<file path="src/rtl/motor_command_packet_receiver_defines.svh">
// Assertion macros for the motor command packet receiver.
// Included by the top level; no other dependencies.
`ifndef MOTOR_COMMAND_PACKET_RECEIVER_DEFINES_SVH
`define MOTOR_COMMAND_PACKET_RECEIVER_DEFINES_SVH

// Same-cycle implication under a synchronous active-high reset
`define MCPR_ASSERT_SAME(label, clk, rst, ante, cons, msg) \
   label: assert property (@(posedge clk) disable iff (rst) (ante) |-> (cons)) \
      else $error(msg);

// Next-cycle implication under a synchronous active-high reset
`define MCPR_ASSERT_NEXT(label, clk, rst, ante, cons, msg) \
   label: assert property (@(posedge clk) disable iff (rst) (ante) |=> (cons)) \
      else $error(msg);

`endif

</file>
<file path="src/rtl/mcpr_pkg.sv">
// Shared constants, codes and types for the motor command packet receiver.
// No dependencies.
package mcpr_pkg;

   localparam int PACKET_BYTES = 10;
   localparam int CHANNELS     = 4;

   localparam int POS_W      = 4;
   localparam int CSR_IDX_W  = 2;
   localparam int CSR_DATA_W = 16;

   localparam logic [POS_W-1:0] LAST_POS = POS_W'(PACKET_BYTES - 1);
   localparam logic [1:0]       LAST_CH  = 2'(CHANNELS - 1);

   localparam logic [7:0]  CRC_POLY      = 8'h91;
   localparam logic [15:0] COMPARE_RESET = 16'd499;

   localparam logic [7:0]  HEADER_RESET  = 8'd51;
   localparam logic [15:0] MIN_RESET     = 16'd500;
   localparam logic [15:0] SCALE_RESET   = 16'd500;
   localparam logic [15:0] TIMEOUT_RESET = 16'd1000;

   // Register indexes
   localparam logic [CSR_IDX_W-1:0] CSR_HEADER  = 2'd0;
   localparam logic [CSR_IDX_W-1:0] CSR_MIN     = 2'd1;
   localparam logic [CSR_IDX_W-1:0] CSR_SCALE   = 2'd2;
   localparam logic [CSR_IDX_W-1:0] CSR_TIMEOUT = 2'd3;

   // Event codes
   localparam logic [2:0] EV_NONE       = 3'd0;
   localparam logic [2:0] EV_ACCEPT     = 3'd1;
   localparam logic [2:0] EV_BAD_CRC    = 3'd2;
   localparam logic [2:0] EV_BAD_HEADER = 3'd3;
   localparam logic [2:0] EV_TIMEOUT    = 3'd4;

   typedef enum logic [4:0] {
      ST_IDLE       = 5'b00001,
      ST_CRC        = 5'b00010,
      ST_CONV_START = 5'b00100,
      ST_CONV_WAIT  = 5'b01000,
      ST_DONE       = 5'b10000
   } state_type;

   // Request into the conversion unit
   typedef struct packed {
      logic        start;
      logic [15:0] value;
      logic [15:0] min_pulse;
      logic [15:0] full_scale;
   } conv_req_type;

   // Status back from the conversion unit
   typedef struct packed {
      logic        done;
      logic [15:0] result;
   } conv_rsp_type;

endpackage

</file>
<file path="src/rtl/motor_command_packet_receiver.sv">
// Motor command packet receiver: frames 10-byte CRC-8 checked packets,
// converts four channel values into PWM compares, and runs a failsafe timeout.
// Depends on mcpr_pkg, mcpr_crc, mcpr_conv and the assertion macro header.
//
// Input channel (req_): one transfer carries either a received byte
// (req_func = 0) or a timeout tick (req_func = 1). Result channel (rsp_):
// exactly one transfer per input item, with the four compares as they stand
// after the item and an event code. Configuration (csr_) is a write-only port;
// the user writes it only while the block is idle; the block does no check.
// The block works on one item at a time and holds req_stall high meanwhile.
// Work done for each item before its result:
//   tick                      no further work
//   byte inside a packet      bit-serial CRC, one round per cycle
//   last byte, rejected       no further work
//   last byte, accepted       multiply, 32-step divide and saturate in the
//                             shared conversion unit, once per channel
// The result sits in an output register: the next item is taken while it
// waits on rsp_stall; a further result waits in the sequencer until taken.
// Reset clears framing, the idle counter and the output, sets all compares
// to 499 and restores register defaults.
`include "motor_command_packet_receiver_defines.svh"

module motor_command_packet_receiver (
   input  logic                              clock,
   input  logic                              reset,
   input  logic                              req_valid,
   output logic                              req_stall,
   input  logic                              req_func,
   input  logic [7:0]                        req_data_byte,
   output logic                              rsp_valid,
   input  logic                              rsp_stall,
   output logic [15:0]                       rsp_compare_one,
   output logic [15:0]                       rsp_compare_two,
   output logic [15:0]                       rsp_compare_three,
   output logic [15:0]                       rsp_compare_four,
   output logic [2:0]                        rsp_event_code,
   input  logic                              csr_write_en,
   input  logic [mcpr_pkg::CSR_IDX_W-1:0]    csr_index,
   input  logic [mcpr_pkg::CSR_DATA_W-1:0]   csr_wdata
);

   // Configuration
   logic [7:0]  header_ff;
   logic [15:0] min_pulse_ff;
   logic [15:0] full_scale_ff;
   logic [15:0] timeout_ff;

   // Sequencer and framing state
   mcpr_pkg::state_type             state_ff,   state_in;
   logic [mcpr_pkg::POS_W-1:0]      pos_ff,     pos_in;
   logic [7:0]                      crc_ff,     crc_in;
   logic                            hmatch_ff,  hmatch_in;
   logic [7:0]                      low_ff,     low_in;
   logic [15:0]                     idle_ff,    idle_in;
   logic [1:0]                      ch_ff,      ch_in;
   logic [2:0]                      ev_ff,      ev_in;
   logic [15:0]                     pending_ff [4];
   logic [15:0]                     active_ff  [4];
   logic [15:0]                     active_in  [4];

   // Output register
   logic        rsp_valid_ff, rsp_valid_in;
   logic [15:0] out_ff [4];
   logic [2:0]  out_ev_ff;

   logic        req_take;
   logic        rsp_take;
   logic        out_load;
   logic        crc_start;
   logic [7:0]  crc_seed;
   logic        crc_done;
   logic [7:0]  crc_out;
   logic [16:0] tick_next;
   logic [2:0]  wr_ch;
   logic        pend_we;
   mcpr_pkg::conv_req_type conv_req;
   mcpr_pkg::conv_rsp_type conv_rsp;

   assign req_take  = req_valid && !req_stall;
   assign req_stall = (state_ff != mcpr_pkg::ST_IDLE);
   assign rsp_take  = rsp_valid_ff && !rsp_stall;
   assign out_load  = (state_ff == mcpr_pkg::ST_DONE) && (!rsp_valid_ff || !rsp_stall);

   assign tick_next = {1'b0, idle_ff} + 17'd1;
   assign crc_seed  = ((pos_ff == '0) ? 8'd0 : crc_ff) ^ req_data_byte;
   assign crc_start = req_take && !req_func && (pos_ff != mcpr_pkg::LAST_POS);

   // Even positions 2..8 close a channel value
   assign wr_ch   = 3'(pos_ff[3:1]) - 3'd1;
   assign pend_we = crc_start && !pos_ff[0] && (pos_ff != '0)
                    && (32'(wr_ch) < mcpr_pkg::CHANNELS);

   mcpr_crc u_crc (
      .clock (clock),
      .reset (reset),
      .start (crc_start),
      .seed  (crc_seed),
      .done  (crc_done),
      .crc   (crc_out)
   );

   always_comb begin
      conv_req.start      = (state_ff == mcpr_pkg::ST_CONV_START);
      conv_req.value      = pending_ff[ch_ff];
      conv_req.min_pulse  = min_pulse_ff;
      conv_req.full_scale = full_scale_ff;
   end

   mcpr_conv u_conv (
      .clock (clock),
      .reset (reset),
      .req   (conv_req),
      .rsp   (conv_rsp)
   );

   always_comb begin
      state_in  = state_ff;
      pos_in    = pos_ff;
      crc_in    = crc_ff;
      hmatch_in = hmatch_ff;
      low_in    = low_ff;
      idle_in   = idle_ff;
      ch_in     = ch_ff;
      ev_in     = ev_ff;
      for (int i = 0; i < 4; i++) begin
         active_in[i] = active_ff[i];
      end

      case (state_ff)
         mcpr_pkg::ST_IDLE: begin
            if (req_take) begin
               if (req_func) begin
                  state_in = mcpr_pkg::ST_DONE;
                  if (tick_next >= {1'b0, timeout_ff}) begin
                     // Failsafe: restart framing and force compares
                     idle_in = 16'd0;
                     pos_in  = '0;
                     ev_in   = mcpr_pkg::EV_TIMEOUT;
                     for (int i = 0; i < mcpr_pkg::CHANNELS; i++) begin
                        active_in[i] = min_pulse_ff;
                     end
                  end else begin
                     idle_in = tick_next[15:0];
                     ev_in   = mcpr_pkg::EV_NONE;
                  end
               end else if (pos_ff != mcpr_pkg::LAST_POS) begin
                  if (pos_ff == '0) begin
                     hmatch_in = (req_data_byte == header_ff);
                  end
                  if (pos_ff[0]) begin
                     low_in = req_data_byte;
                  end
                  pos_in   = pos_ff + 1'b1;
                  ev_in    = mcpr_pkg::EV_NONE;
                  state_in = mcpr_pkg::ST_CRC;
               end else begin
                  pos_in = '0;
                  if (!hmatch_ff) begin
                     ev_in    = mcpr_pkg::EV_BAD_HEADER;
                     state_in = mcpr_pkg::ST_DONE;
                  end else if (req_data_byte != crc_ff) begin
                     ev_in    = mcpr_pkg::EV_BAD_CRC;
                     state_in = mcpr_pkg::ST_DONE;
                  end else begin
                     ch_in    = 2'd0;
                     state_in = mcpr_pkg::ST_CONV_START;
                  end
               end
            end
         end
         mcpr_pkg::ST_CRC: begin
            if (crc_done) begin
               crc_in   = crc_out;
               state_in = mcpr_pkg::ST_DONE;
            end
         end
         mcpr_pkg::ST_CONV_START: begin
            state_in = mcpr_pkg::ST_CONV_WAIT;
         end
         mcpr_pkg::ST_CONV_WAIT: begin
            if (conv_rsp.done) begin
               active_in[ch_ff] = conv_rsp.result;
               if (ch_ff == mcpr_pkg::LAST_CH) begin
                  idle_in  = 16'd0;
                  ev_in    = mcpr_pkg::EV_ACCEPT;
                  state_in = mcpr_pkg::ST_DONE;
               end else begin
                  ch_in    = ch_ff + 2'd1;
                  state_in = mcpr_pkg::ST_CONV_START;
               end
            end
         end
         mcpr_pkg::ST_DONE: begin
            if (out_load) begin
               state_in = mcpr_pkg::ST_IDLE;
            end
         end
         default: begin
            state_in = mcpr_pkg::ST_IDLE;
         end
      endcase
   end

   always_comb begin
      rsp_valid_in = rsp_valid_ff;
      if (rsp_take) begin
         rsp_valid_in = 1'b0;
      end
      if (out_load) begin
         rsp_valid_in = 1'b1;
      end
   end

   always_ff @(posedge clock) begin
      if (reset) begin
         header_ff     <= mcpr_pkg::HEADER_RESET;
         min_pulse_ff  <= mcpr_pkg::MIN_RESET;
         full_scale_ff <= mcpr_pkg::SCALE_RESET;
         timeout_ff    <= mcpr_pkg::TIMEOUT_RESET;
      end else if (csr_write_en) begin
         case (csr_index)
            mcpr_pkg::CSR_HEADER:  header_ff     <= csr_wdata[7:0];
            mcpr_pkg::CSR_MIN:     min_pulse_ff  <= csr_wdata;
            mcpr_pkg::CSR_SCALE:   full_scale_ff <= csr_wdata;
            mcpr_pkg::CSR_TIMEOUT: timeout_ff    <= csr_wdata;
            default: ;
         endcase
      end
   end

   always_ff @(posedge clock) begin
      if (reset) begin
         state_ff     <= mcpr_pkg::ST_IDLE;
         pos_ff       <= '0;
         crc_ff       <= 8'd0;
         hmatch_ff    <= 1'b0;
         low_ff       <= 8'd0;
         idle_ff      <= 16'd0;
         ch_ff        <= 2'd0;
         ev_ff        <= mcpr_pkg::EV_NONE;
         rsp_valid_ff <= 1'b0;
         for (int i = 0; i < 4; i++) begin
            active_ff[i] <= mcpr_pkg::COMPARE_RESET;
         end
      end else begin
         state_ff     <= state_in;
         pos_ff       <= pos_in;
         crc_ff       <= crc_in;
         hmatch_ff    <= hmatch_in;
         low_ff       <= low_in;
         idle_ff      <= idle_in;
         ch_ff        <= ch_in;
         ev_ff        <= ev_in;
         rsp_valid_ff <= rsp_valid_in;
         for (int i = 0; i < 4; i++) begin
            active_ff[i] <= active_in[i];
         end
      end
   end

   // Payload registers: no reset
   always_ff @(posedge clock) begin
      if (pend_we) begin
         pending_ff[wr_ch[1:0]] <= {req_data_byte, low_ff};
      end
      if (out_load) begin
         for (int i = 0; i < 4; i++) begin
            out_ff[i] <= active_ff[i];
         end
         out_ev_ff <= ev_ff;
      end
   end

   assign rsp_valid         = rsp_valid_ff;
   assign rsp_compare_one   = out_ff[0];
   assign rsp_compare_two   = out_ff[1];
   assign rsp_compare_three = out_ff[2];
   assign rsp_compare_four  = out_ff[3];
   assign rsp_event_code    = out_ev_ff;

   `MCPR_ASSERT_NEXT(a_busy_after_take, clock, reset, req_take, req_stall, "not busy after input transfer")
   `MCPR_ASSERT_SAME(a_crc_done_in_crc, clock, reset, crc_done, state_ff == mcpr_pkg::ST_CRC, "CRC finished outside CRC state")
   `MCPR_ASSERT_SAME(a_conv_done_in_wait, clock, reset, conv_rsp.done, state_ff == mcpr_pkg::ST_CONV_WAIT, "conversion finished outside wait state")

endmodule

</file>
<file path="src/rtl/mcpr_crc.sv">
// Bit-serial CRC-8 unit: one shift round per cycle, eight rounds per byte.
// Depends on mcpr_pkg.
module mcpr_crc (
   input  logic       clock,
   input  logic       reset,
   input  logic       start,
   input  logic [7:0] seed,
   output logic       done,
   output logic [7:0] crc
);

   logic       busy_ff,  busy_in;
   logic       done_ff,  done_in;
   logic [2:0] cnt_ff,   cnt_in;
   logic [7:0] crc_ff,   crc_in;

   always_comb begin
      busy_in = busy_ff;
      done_in = 1'b0;
      cnt_in  = cnt_ff;
      crc_in  = crc_ff;
      if (start) begin
         busy_in = 1'b1;
         cnt_in  = 3'd0;
         crc_in  = seed;
      end else if (busy_ff) begin
         crc_in = crc_ff[0] ? ((crc_ff ^ mcpr_pkg::CRC_POLY) >> 1) : (crc_ff >> 1);
         cnt_in = cnt_ff + 3'd1;
         if (cnt_ff == 3'd7) begin
            busy_in = 1'b0;
            done_in = 1'b1;
         end
      end
   end

   always_ff @(posedge clock) begin
      if (reset) begin
         busy_ff <= 1'b0;
         done_ff <= 1'b0;
         cnt_ff  <= 3'd0;
      end else begin
         busy_ff <= busy_in;
         done_ff <= done_in;
         cnt_ff  <= cnt_in;
      end
      crc_ff <= crc_in;
   end

   assign done = done_ff;
   assign crc  = crc_ff;

endmodule

</file>
<file path="src/rtl/mcpr_conv.sv">
// Compare conversion unit: one 16x16 multiply, then a restoring divide
// of one quotient bit per cycle, then add offset and saturate.
// Depends on mcpr_pkg.
module mcpr_conv (
   input  logic                   clock,
   input  logic                   reset,
   input  mcpr_pkg::conv_req_type req,
   output mcpr_pkg::conv_rsp_type rsp
);

   logic        mul_ff,  mul_in;
   logic        run_ff,  run_in;
   logic        done_ff, done_in;
   logic [4:0]  cnt_ff,  cnt_in;
   logic [15:0] val_ff,  val_in;
   logic [15:0] off_ff,  off_in;
   logic [15:0] div_ff,  div_in;
   logic [31:0] quo_ff,  quo_in;
   logic [15:0] rem_ff,  rem_in;

   logic [16:0] shifted;
   logic [16:0] diff;
   logic [32:0] sum;

   always_comb begin
      shifted = {rem_ff, quo_ff[31]};
      diff    = shifted - {1'b0, div_ff};
      sum     = {1'b0, quo_ff} + 33'(off_ff);

      mul_in  = 1'b0;
      run_in  = run_ff;
      done_in = 1'b0;
      cnt_in  = cnt_ff;
      val_in  = val_ff;
      off_in  = off_ff;
      div_in  = div_ff;
      quo_in  = quo_ff;
      rem_in  = rem_ff;

      if (req.start) begin
         mul_in = 1'b1;
         val_in = req.value;
         off_in = req.min_pulse;
         div_in = req.full_scale;
      end
      if (mul_ff) begin
         quo_in = 32'(val_ff) * 32'(off_ff);
         rem_in = 16'd0;
         cnt_in = 5'd0;
         run_in = 1'b1;
      end
      if (run_ff) begin
         // A zero divisor yields an all-ones quotient, which saturates below
         if (shifted >= {1'b0, div_ff}) begin
            rem_in = diff[15:0];
            quo_in = {quo_ff[30:0], 1'b1};
         end else begin
            rem_in = shifted[15:0];
            quo_in = {quo_ff[30:0], 1'b0};
         end
         cnt_in = cnt_ff + 5'd1;
         if (cnt_ff == 5'd31) begin
            run_in  = 1'b0;
            done_in = 1'b1;
         end
      end
   end

   always_ff @(posedge clock) begin
      if (reset) begin
         mul_ff  <= 1'b0;
         run_ff  <= 1'b0;
         done_ff <= 1'b0;
         cnt_ff  <= 5'd0;
      end else begin
         mul_ff  <= mul_in;
         run_ff  <= run_in;
         done_ff <= done_in;
         cnt_ff  <= cnt_in;
      end
      val_ff <= val_in;
      off_ff <= off_in;
      div_ff <= div_in;
      quo_ff <= quo_in;
      rem_ff <= rem_in;
   end

   assign rsp.done   = done_ff;
   assign rsp.result = (sum > 33'h0FFFF) ? 16'hFFFF : sum[15:0];

endmodule
</file>
<file path="config.mk">
export PLATFORM = sky130hd
export DESIGN_NAME = motor_command_packet_receiver
export DESIGN_NICKNAME = d
export VERILOG_FILES = /design/src/rtl/mcpr_pkg.sv /design/src/rtl/motor_command_packet_receiver.sv /design/src/rtl/mcpr_crc.sv /design/src/rtl/mcpr_conv.sv
export VERILOG_INCLUDE_DIRS = /design/src /design/src/rtl
export SDC_FILE = /design/constraint.sdc
export NUM_CORES = 1
export LEC_CHECK = 0
export BUFFER_PORTS_ARGS = -buffer_cell sky130_fd_sc_hd__buf_2
export CAP_MARGIN = 20
export CORE_ASPECT_RATIO = 0.75
export CORE_MARGIN = 2
export CORE_UTILIZATION = 50
export CTS_BUF_LIST = sky130_fd_sc_hd__clkbuf_2 sky130_fd_sc_hd__clkbuf_4 sky130_fd_sc_hd__clkbuf_8
export CTS_CLUSTER_DIAMETER = 50
export DETAILED_ROUTE_END_ITERATION = 8
export PLACE_DENSITY = 0.79
export SYNTH_ARGS = -nofsm -noshare
export SYNTH_HDL_FRONTEND = slang
export SYNTH_SLANG_ARGS = --single-unit
</file>
<file path="constraint.sdc">
create_clock -name clock -period 19.99 [get_ports clock]
set_input_delay 2.9985 -clock clock [delete_from_list [all_inputs] [get_ports clock]]
set_output_delay 2.9985 -clock clock [all_outputs]
set_load 0.1 [all_outputs]
</file>
==> flow_summary.toml, run 1 <==
[status]
outcome = "finished clean"

[clocking]
root_buffer = "clkbuf_8"
cts_made_buffers = 61
cts_setup_buffers = 0
cts_tree = "done"
insertion_delay_ns = 0.69
hold_buffers = 0
clk_path_buf_depth = 3
cts.repair.resized = 0
cts_sinks = 416
clk_pin_slew_ns = 0.07
htreeDepth = 2

[pwr]
powerDensity_nw_per_um2 = 58.5
peakVddDrop_mv = 0.0598
leakagePower_nw = 11.9

[worst_setup_path]
reg2reg_to = "u_conv.quo_ff[31]"
r2r-start = "u_conv.off_ff[9]"
critPathMaxFanout = 17
rrSetupSlack_ns = 12.85
critical_path_required_ns = 20.38
startpoint_type = "register"
end_kind = "register"
crit_type = "reg -> reg"
r2r.worst_path.cells = 20
crit_arrival_ns = 7.53

[cells_and_area]
drive_above_1_share = 0.109
nets = 3140
syn_to_final_growth_pct = 8.90
num_antenna_cells = 0
final_util = 0.554

[hold_path]
hold_depth = 0
worstHoldStart = "full_scale_ff[10]"
hp-class = "reg -> reg"
hold_end = "u_conv.div_ff[10]"

[route]
drt-pass1-iter-count = 6
ant_nets = 0
wirelength_um = 69500
drcViolationCount = 0
wl_per_cell_um = 19.8
routed_via_density = 5.84
drt_iter0_markers = 2164
via_count = 20500

[die]
die_height_um = 206
ioPinCount = 101
core-area_um2 = 53200
dieArea_um2 = 56100
die_x_um = 273
num_rows = 73
start_util = 0.509

[yosys]
synth-main-ff-cell = "edfxtp_1"
synth_edf_count = 235
synth_cells = 2684
ys_seq_elements = 416
ys.warnings.count = 0
synth_seq_area_share = 0.394
synth_fp_nets = 3076
avgSynthCellArea_um2 = 10.1
ys_types = 84
syn_area_um2 = 27100
ys_async_sr_fraction = 0

[sta]
fmax_mhz = 140
rsz0062_at_grt = "no"
skew_ns = 0.0638
finalSetupTns_ns = 0
final_max_slew_viol_count = 0
whs_ns = 0.406
setup_viol = 0
hold_viol_final = 0
finalCritPeriodShare = 0.357
max-slew-margin-rel = 0.280
worstMarginPinSlew_ns = 1.08
period_minus_slack_ns = 7.14

[grt]
grt_max_degree = 99
grt_pass1_wl_um = 111000
grt_overflow_total = 0
grt_use_met2 = 0.392
globalRouteMet3Util = 0.0581
antenna_found_initial = 0
grt_pass1_vias = 20600
groute.layer.met1.usage = 0.350
grt_use_total = 0.249
gr-max-usage-layer = "met2"

[placed_design]
hpwl_um = 51000
gp_routability_congestion = 0.944
port_buffers = 100

[job]
cap_violations = 0
## state kept, by name (all words and copies together), names as in the netlist, 8 cells and up
register / flops
u_conv.div_ff: 16
out_ff: 64
pending_ff: 64
min_pulse_ff: 16
active_ff: 64
u_conv.off_ff: 16
u_crc.crc: 8
idle_ff: 16
header_ff: 8
u_conv.rem_ff: 16
full_scale_ff: 16
crc_ff: 8
timeout_ff: 16
u_conv.val_ff: 16
u_conv.quo_ff: 32
low_ff: 8
## cell usage in the layout (no fill, tap or decap), drive strengths merged, types with 16 or more instances in the layout
master  count
a31oi      26
ha        164
a211oi     24
o22ai      29
dfxtp     181
edfxtp    235
nand3      61
inv       287
nand2b     33
buf       115
mux4       16
and3       19
a211o      16
xnor2      51
a21o       28
or3        17
nand2     382
nand3b     21
a21oi     169
nor3       46
clkbuf     97
o21ai     102
and2      125
nor2      101
nand4      29
fa        196
xor2       39
## routing by layer
metal,vias to the layer above,share of wire
met5,-,0
met4,0,0.019
met2,1047,0.46
li1,9319,-
met1,10000,0.42
met3,129,0.11
## through the flow
step / setup WS, ns / std cells / power [mW] / cell area [um2]
after global routing: 12.55 / 3513 / 1.78 / 29500
after floorplan: 13.20 / 2684 / 0.999 / 27100
after global placement: 13.18 / 3392 / 1.02 / 28100
after CTS: 12.97 / 3508 / 1.73 / 29400
after detailed placement: 12.96 / 3392 / 1.03 / 28100
final: 12.85 / 3513 / 1.73 / 29500
## synth_stat cells (15+ instances only)
library cell	n	area (um2)
a211o_1	16	140
a211oi_1	21	158
a21o_1	28	210
a21oi_1	166	831
a31oi_1	26	163
and2_1	125	782
and3_1	19	119
clkbuf_1	92	345
dfxtp_1	181	3620
edfxtp_1	235	7060
fa_1	196	3920
ha_1	164	2050
inv_1	284	1070
mux4_2	16	360
nand2_1	381	1430
nand2b_1	33	206
nand3_1	61	305
nand3b_1	21	158
nand4_1	28	175
nor2_1	100	375
nor3_1	32	160
o21ai_0	87	435
o21ai_1	15	75.1
o22ai_1	28	175
or3_1	17	106
xnor2_1	51	447
xor2_1	39	342
## where the power goes
part | internal [mW] | switching, mW
clock | 0.374 | 0.344
sequential | 0.911 | 0.00889
combinational | 0.0228 | 0.0659
## final cells by class
class                      instances  area, um2
inverter                         285       1070
multi-input combinational       1869      14900
clock inverter                    19        134
fill                            4428      23700
sequential                       416      10700
tap                              712        891
clock buffer                      97       1160
timing repair buffer             115        661
## worst max-delay path: stages (launching register included)
cell      delay, ns
edfxtp_1       0.93
nand2_1        0.21
fa_1           0.55
fa_1           0.51
inv_1          0.05
fa_1           0.47
fa_1           0.53
fa_1           0.64
inv_1          0.09
fa_1           0.54
inv_1          0.05
ha_1           0.37
nand2_1        0.12
nor2_1         0.17
nand2_1        0.07
o31ai_1        0.43
a41oi_1        0.25
o211ai_1       0.29
a41oi_1        0.18
xnor2_1        0.16
mux2_2         0.26
## cells by family (layout without fill, tap and decap cells)
kind of cell,after synthesis,count (layout),synth area share
flops,416,416,0.394
buf+inv,399,516,0.0567
fa+ha+maj,360,360,0.220
xor+xnor,90,90,0.0291
simple gates,890,890,0.164
compound gates,498,498,0.117
mux,31,31,0.0191
## worst max-delay path by stage
stage,start,endpoint,slack [ns],cells past startpoint
floorplan,rsp_stall,out_ff[0][0],13.20,1
global placement,u_conv.off_ff[9],u_conv.quo_ff[31],13.18,22
detailed placement,u_conv.off_ff[9],u_conv.quo_ff[31],12.96,20
CTS,u_conv.off_ff[9],u_conv.quo_ff[31],12.97,20
global route,u_conv.off_ff[9],u_conv.quo_ff[24],12.55,22
finish,u_conv.off_ff[9],u_conv.quo_ff[31],12.85,20
(Power assumes the default switching activity.)
==> run 2, diff against run 1 <==
--- a/config.mk
+++ b/config.mk
@@ -14,7 +14,7 @@
 export CTS_BUF_LIST = sky130_fd_sc_hd__clkbuf_2 sky130_fd_sc_hd__clkbuf_4 sky130_fd_sc_hd__clkbuf_8
 export CTS_CLUSTER_DIAMETER = 50
 export DETAILED_ROUTE_END_ITERATION = 8
-export PLACE_DENSITY = 0.79
+export PLACE_DENSITY = 0.81
 export SYNTH_ARGS = -nofsm -noshare
 export SYNTH_HDL_FRONTEND = slang
 export SYNTH_SLANG_ARGS = --single-unit
==> constraint.sdc (replaced) <==
create_clock -name clock -period 5.75 [get_ports clock]
set_input_delay 0.8625 -clock clock [delete_from_list [all_inputs] [get_ports clock]]
set_output_delay 0.8625 -clock clock [all_outputs]
set_load 0.1 [all_outputs]
==> flow_summary.toml, run 2 (synthesis results as in run 1) <==
[die]
start_util = 0.509
num_rows = 73
ioPinCount = 101
core-area_um2 = 53200
dieArea_um2 = 56100
die_x_um = 273
die_height_um = 206

[status]
outcome = "finished, violations left"
violations = "negative setup slack"

[cells_and_area]
syn_to_final_growth_pct = 16.8
mostFrequentLayoutCell = "nand2_1"
num_antenna_cells = 0
nets = 3302
n_fill_cell = 4143
drive_above_1_share = 0.200
layout_common_cells = "nand2_1 (374), inv_1 (260), edfxtp_1 (235)"
instances_no_fill = 3673

[worst_setup_path]
critPathMaxFanout = 5
crit_type = "reg -> reg"
end_kind = "register"
critical_path_required_ns = 6.12
crit_arrival_ns = 6.71
startpoint_type = "register"

[route]
wl_per_cell_um = 20.2
ant_nets = 0
wirelength_um = 74000
drt-pass1-iter-count = 6
drt_iter0_markers = 2151
drcViolationCount = 0
routed_via_density = 5.83
via_count = 21400

[sta]
final_max_slew_viol_count = 0
hold_viol_final = 0
period_minus_slack_ns = 6.34
max-slew-margin-rel = 0.243
whs_ns = 0.410
rsz0062_at_grt = "yes"
fmax_mhz = 158
setup_viol = 19
skew_ns = 0.0436
finalCritPeriodShare = 1.10
worstMarginPinSlew_ns = 1.13
fin_ws_ns = -0.593

[pwr]
peakVddDrop_mv = 0.187
total_power_mw = 6.09
powerDensity_nw_per_um2 = 192
seqPwrFrac = 0.526
clkPwrFrac = 0.422
sw_frac_of_total = 0.237
leakagePower_nw = 12.9
p_switching_mw = 1.44
pwr-share-comb = 0.052
p_int_mw = 4.64

[placed_design]
port_buffers = 100
post-place-ws_ns = -0.603
placed_cells = 3535
gp_routability_congestion = 0.941
hpwl_um = 54400

[grt]
grt_max_degree = 116
grt_pass1_vias = 21800
grt_pass1_wl_um = 117000
antenna_found_initial = 1
grt_overflow_total = 0
grt_use_total = 0.262

[clocking]
htreeDepth = 2
insertion_delay_ns = 0.66
root_buffer = "clkbuf_8"
cts_made_buffers = 60
cts_sinks = 416
clk_pin_slew_ns = 0.07
cts_tree = "done"
clk_path_buf_depth = 3

[hold_path]
hp-class = "reg -> reg"

[job]
cap_violations = 0
## run 2: worst paths after layout
kind	start	endpoint	slack, ns	cells past startpoint
min reg2reg	active_ff[2][6]	out_ff[2][6]	0.41	0
max	u_conv.val_ff[6]	u_conv.quo_ff[24]	-0.59	23
min	active_ff[2][6]	out_ff[2][6]	0.41	0
max reg2reg	u_conv.val_ff[6]	u_conv.quo_ff[24]	-0.59	23
## run 2: worst max-delay path, cell delays in order, from the launching register on
cell	delay, ns
edfxtp_1	0.51
buf_6	0.19
buf_6	0.11
and2_4	0.13
fa_2	0.53
inv_2	0.05
fa_2	0.54
fa_1	0.44
inv_2	0.09
ha_4	0.20
fa_1	0.48
inv_1	0.05
fa_1	0.50
inv_2	0.05
ha_4	0.29
nand2_4	0.06
or3_4	0.38
o21ai_4	0.15
nand4_1	0.20
a21boi_2	0.32
o211ai_1	0.15
a21o_1	0.21
a2111oi_2	0.38
nor3b_1	0.10
## run 2: layout make-up
type / count / area [um2] / area share
multi-input combinational: 1869 / 15600 / 0.494
sequential: 416 / 10700 / 0.337
timing repair buffer: 278 / 2070 / 0.0655
clock buffer: 96 / 1180 / 0.0372
inverter: 285 / 1070 / 0.0338
tap: 712 / 891 / 0.0281
clock inverter: 17 / 146 / 0.00462
## run 2: power groups by stage
stage / logic, mW / registers, mW / clock network (mW)
2_1_floorplan: 0.164 / 3.31 / 0
3_3_place_gp: 0.293 / 3.26 / 0
3_5_place_dp: 0.307 / 3.26 / 0
4_1_cts: 0.309 / 3.20 / 2.59
5_1_grt: 0.339 / 3.20 / 2.72
6_report: 0.318 / 3.20 / 2.57
## run 2: repair_timing
action | 4_1_cts | 5_1_grt
hold buffers | 0 | 0
setup endpoints to repair | 19 | 21
cloned | 1 | 0
setup buffers | 15 | 11
resized for setup | 89 | 59
pin swaps | 58 | 40
## run 2: layer usage
metal	global-route usage	vias up	part of all wire
li1	-	9636	-
met1	0.367	10600	0.42
met2	0.419	1045	0.46
met3	0.0525	161	0.094
met4	0.0638	2	0.023
met5	0	-	0.00015
## run 2: per-stage QoR
step / util / setup TNS (ns) / instance area [um2]
floorplan: - / -0.118 / 27400
global placement: 0.555 / -4.76 / 29600
global route: 0.595 / -9.49 / 31700
detailed placement: 0.555 / -7.17 / 29600
finish: 0.595 / -6.24 / 31700
CTS: 0.588 / -4.57 / 31300
==> run 3, diff against run 2 <==
--- a/config.mk
+++ b/config.mk
@@ -10,11 +10,12 @@
 export CAP_MARGIN = 20
 export CORE_ASPECT_RATIO = 0.75
 export CORE_MARGIN = 2
-export CORE_UTILIZATION = 50
+export CORE_UTILIZATION = 35
 export CTS_BUF_LIST = sky130_fd_sc_hd__clkbuf_2 sky130_fd_sc_hd__clkbuf_4 sky130_fd_sc_hd__clkbuf_8
 export CTS_CLUSTER_DIAMETER = 50
+export CTS_CLUSTER_SIZE = 16
 export DETAILED_ROUTE_END_ITERATION = 8
-export PLACE_DENSITY = 0.81
+export PLACE_DENSITY = 0.64
 export SYNTH_ARGS = -nofsm -noshare
 export SYNTH_HDL_FRONTEND = slang
 export SYNTH_SLANG_ARGS = --single-unit
==> flow_summary.toml, run 3 (synthesis results as in run 1) <==
[status]
outcome = "finished, violations left"
violations = "negative setup slack"

[route]
drt-pass1-iter-count = 5
ant_nets = 0
drt_iter0_markers = 1798
via_count = 20200
wl_per_cell_um = 17.8
drcViolationCount = 0
routed_via_density = 5.07
wirelength_um = 70600

[grt]
grt_max_degree = 104
antenna_found_initial = 1
grt_pass1_vias = 19400
grt_pass1_wl_um = 112000
grt_use_total = 0.176
grt_overflow_total = 0

[pwr]
powerDensity_nw_per_um2 = 170
peakVddDrop_mv = 0.204
p_int_mw = 4.03
clkPwrFrac = 0.347
total_power_mw = 5.36
leakagePower_nw = 12.7
seqPwrFrac = 0.595
sw_frac_of_total = 0.248
pwr-share-comb = 0.058
p_switching_mw = 1.33

[sta]
fmax_mhz = 165
setup_viol = 16
hold_viol_final = 0
skew_ns = 0.0500
fin_ws_ns = -0.301
whs_ns = 0.429
rsz0062_at_grt = "yes"
period_minus_slack_ns = 6.05
final_max_slew_viol_count = 0
finalCritPeriodShare = 1.05
worstMarginPinSlew_ns = 1.04
max-slew-margin-rel = 0.305

[die]
core-area_um2 = 76700
ioPinCount = 101
num_rows = 88
die_x_um = 325
die_height_um = 245
start_util = 0.353
dieArea_um2 = 79700

[worst_setup_path]
slowest_stage = "fa_1"
startpoint_type = "register"
crit_type = "reg -> reg"
cp_cell_sequence = "buf_6 -> buf_6 -> and2_4 -> fa_1 -> inv_2 -> fa_2 -> inv_1 -> ha_2 -> fa_1 -> fa_1 -> inv_1 -> fa_1 -> inv_2 -> ha_4 -> nand2_2 -> or3_1 -> o21ai_2 -> nand4_1 -> a21boi_2 -> o211ai_1 -> a21o_1 -> buf_4 -> a2111oi_4 -> nor3b_2"
crit_arrival_ns = 6.46
path_common_cell = "fa_1"
end_kind = "register"
critPathMaxFanout = 6
critical_path_required_ns = 6.16
crit_path_max_incr_delay_ns = 0.56

[placed_design]
placed_area_um2 = 29900
hpwl_um = 54400
placed_cells = 3859
port_buffers = 100
gp_routability_congestion = 0.899

[job]
cap_violations = 0

[cells_and_area]
instances_no_fill = 3975
drive_above_1_share = 0.196
nets = 3304
mostFrequentLayoutCell = "nand2_1"
finalInstanceArea_um2 = 31600
final_util = 0.411
syn_to_final_growth_pct = 16.4
layout_common_cells = "nand2_1 (372), inv_1 (259), edfxtp_1 (235)"

[clocking]
hold_buffers = 0
htreeDepth = 2
root_buffer = "clkbuf_8"
insertion_delay_ns = 0.64
cts_sinks = 416
cts_tree = "done"
cts_made_buffers = 36
clk_path_buf_depth = 3
clk_pin_slew_ns = 0.11

[hold_path]
hp-class = "reg -> reg"
## run 3: what timing repair did
| action | 4_1_cts | 5_1_grt |
|---|---|---|
| buffers inserted | 36 | 17 |
| setup endpoints to repair | 16 | 20 |
| pin swaps | 52 | 42 |
| resized for setup | 62 | 68 |
| cloned | 0 | 0 |
## run 3: final timing paths
check                         from                end  slack, ns  cells past startpoint
hold / removal     active_ff[2][5]       out_ff[2][5]       0.43                      0
setup / recovery  u_conv.off_ff[6]  u_conv.quo_ff[24]      -0.30                     24
hold reg to reg    active_ff[2][5]       out_ff[2][5]       0.43                      0
setup reg to reg  u_conv.off_ff[6]  u_conv.quo_ff[24]      -0.30                     24
## run 3: metal layers
metal  wire length [um]  share of wire  track usage  up-vias
met3               5410          0.077       0.0323       67
met1              35600           0.50        0.282     9819
met2              28800           0.41        0.247      642
li1                   -              -            -     9641
met5                 11        0.00016            0        -
met4                803          0.011       0.0253        2
## run 3: stage by stage
stage / TNS [ns] / setup slack (ns)
6_report: -2.24 / -0.301
3_3_place_gp: -3.22 / -0.340
2_1_floorplan: -0.118 / -0.107
4_1_cts: -2.17 / -0.277
3_5_place_dp: -4.47 / -0.456
5_1_grt: -6.25 / -0.529
## run 3: power groups by stage
| stage | Clock, mW | Combinational (mW) | Sequential (mW) |
|---|---|---|---|
| 2_1_floorplan | 0 | 0.164 | 3.31 |
| 3_3_place_gp | 0 | 0.306 | 3.26 |
| 3_5_place_dp | 0 | 0.309 | 3.26 |
| 4_1_cts | 1.90 | 0.310 | 3.19 |
| 5_1_grt | 2.01 | 0.340 | 3.20 |
| 6_report | 1.86 | 0.312 | 3.19 |
## run 3: worst max-delay path: cells and delay by family (launching register included)
family          cells  cell delay [ns]
compound gates      5             0.97
fa+ha+maj           7             3.03
buf+inv             7             0.63
flops               1             0.43
simple gates        5             0.78
## run 3: cell type report
class | instances | area [um2]
fillers | 7441 | 45200
multi-input cells | 1869 | 15500
diodes | 1 | 2.50
inverters | 285 | 1070
repair buffers | 304 | 2190
clock buffers | 51 | 627
clock inverters | 14 | 151
flip-flops and latches | 416 | 10700
well taps | 1035 | 1290
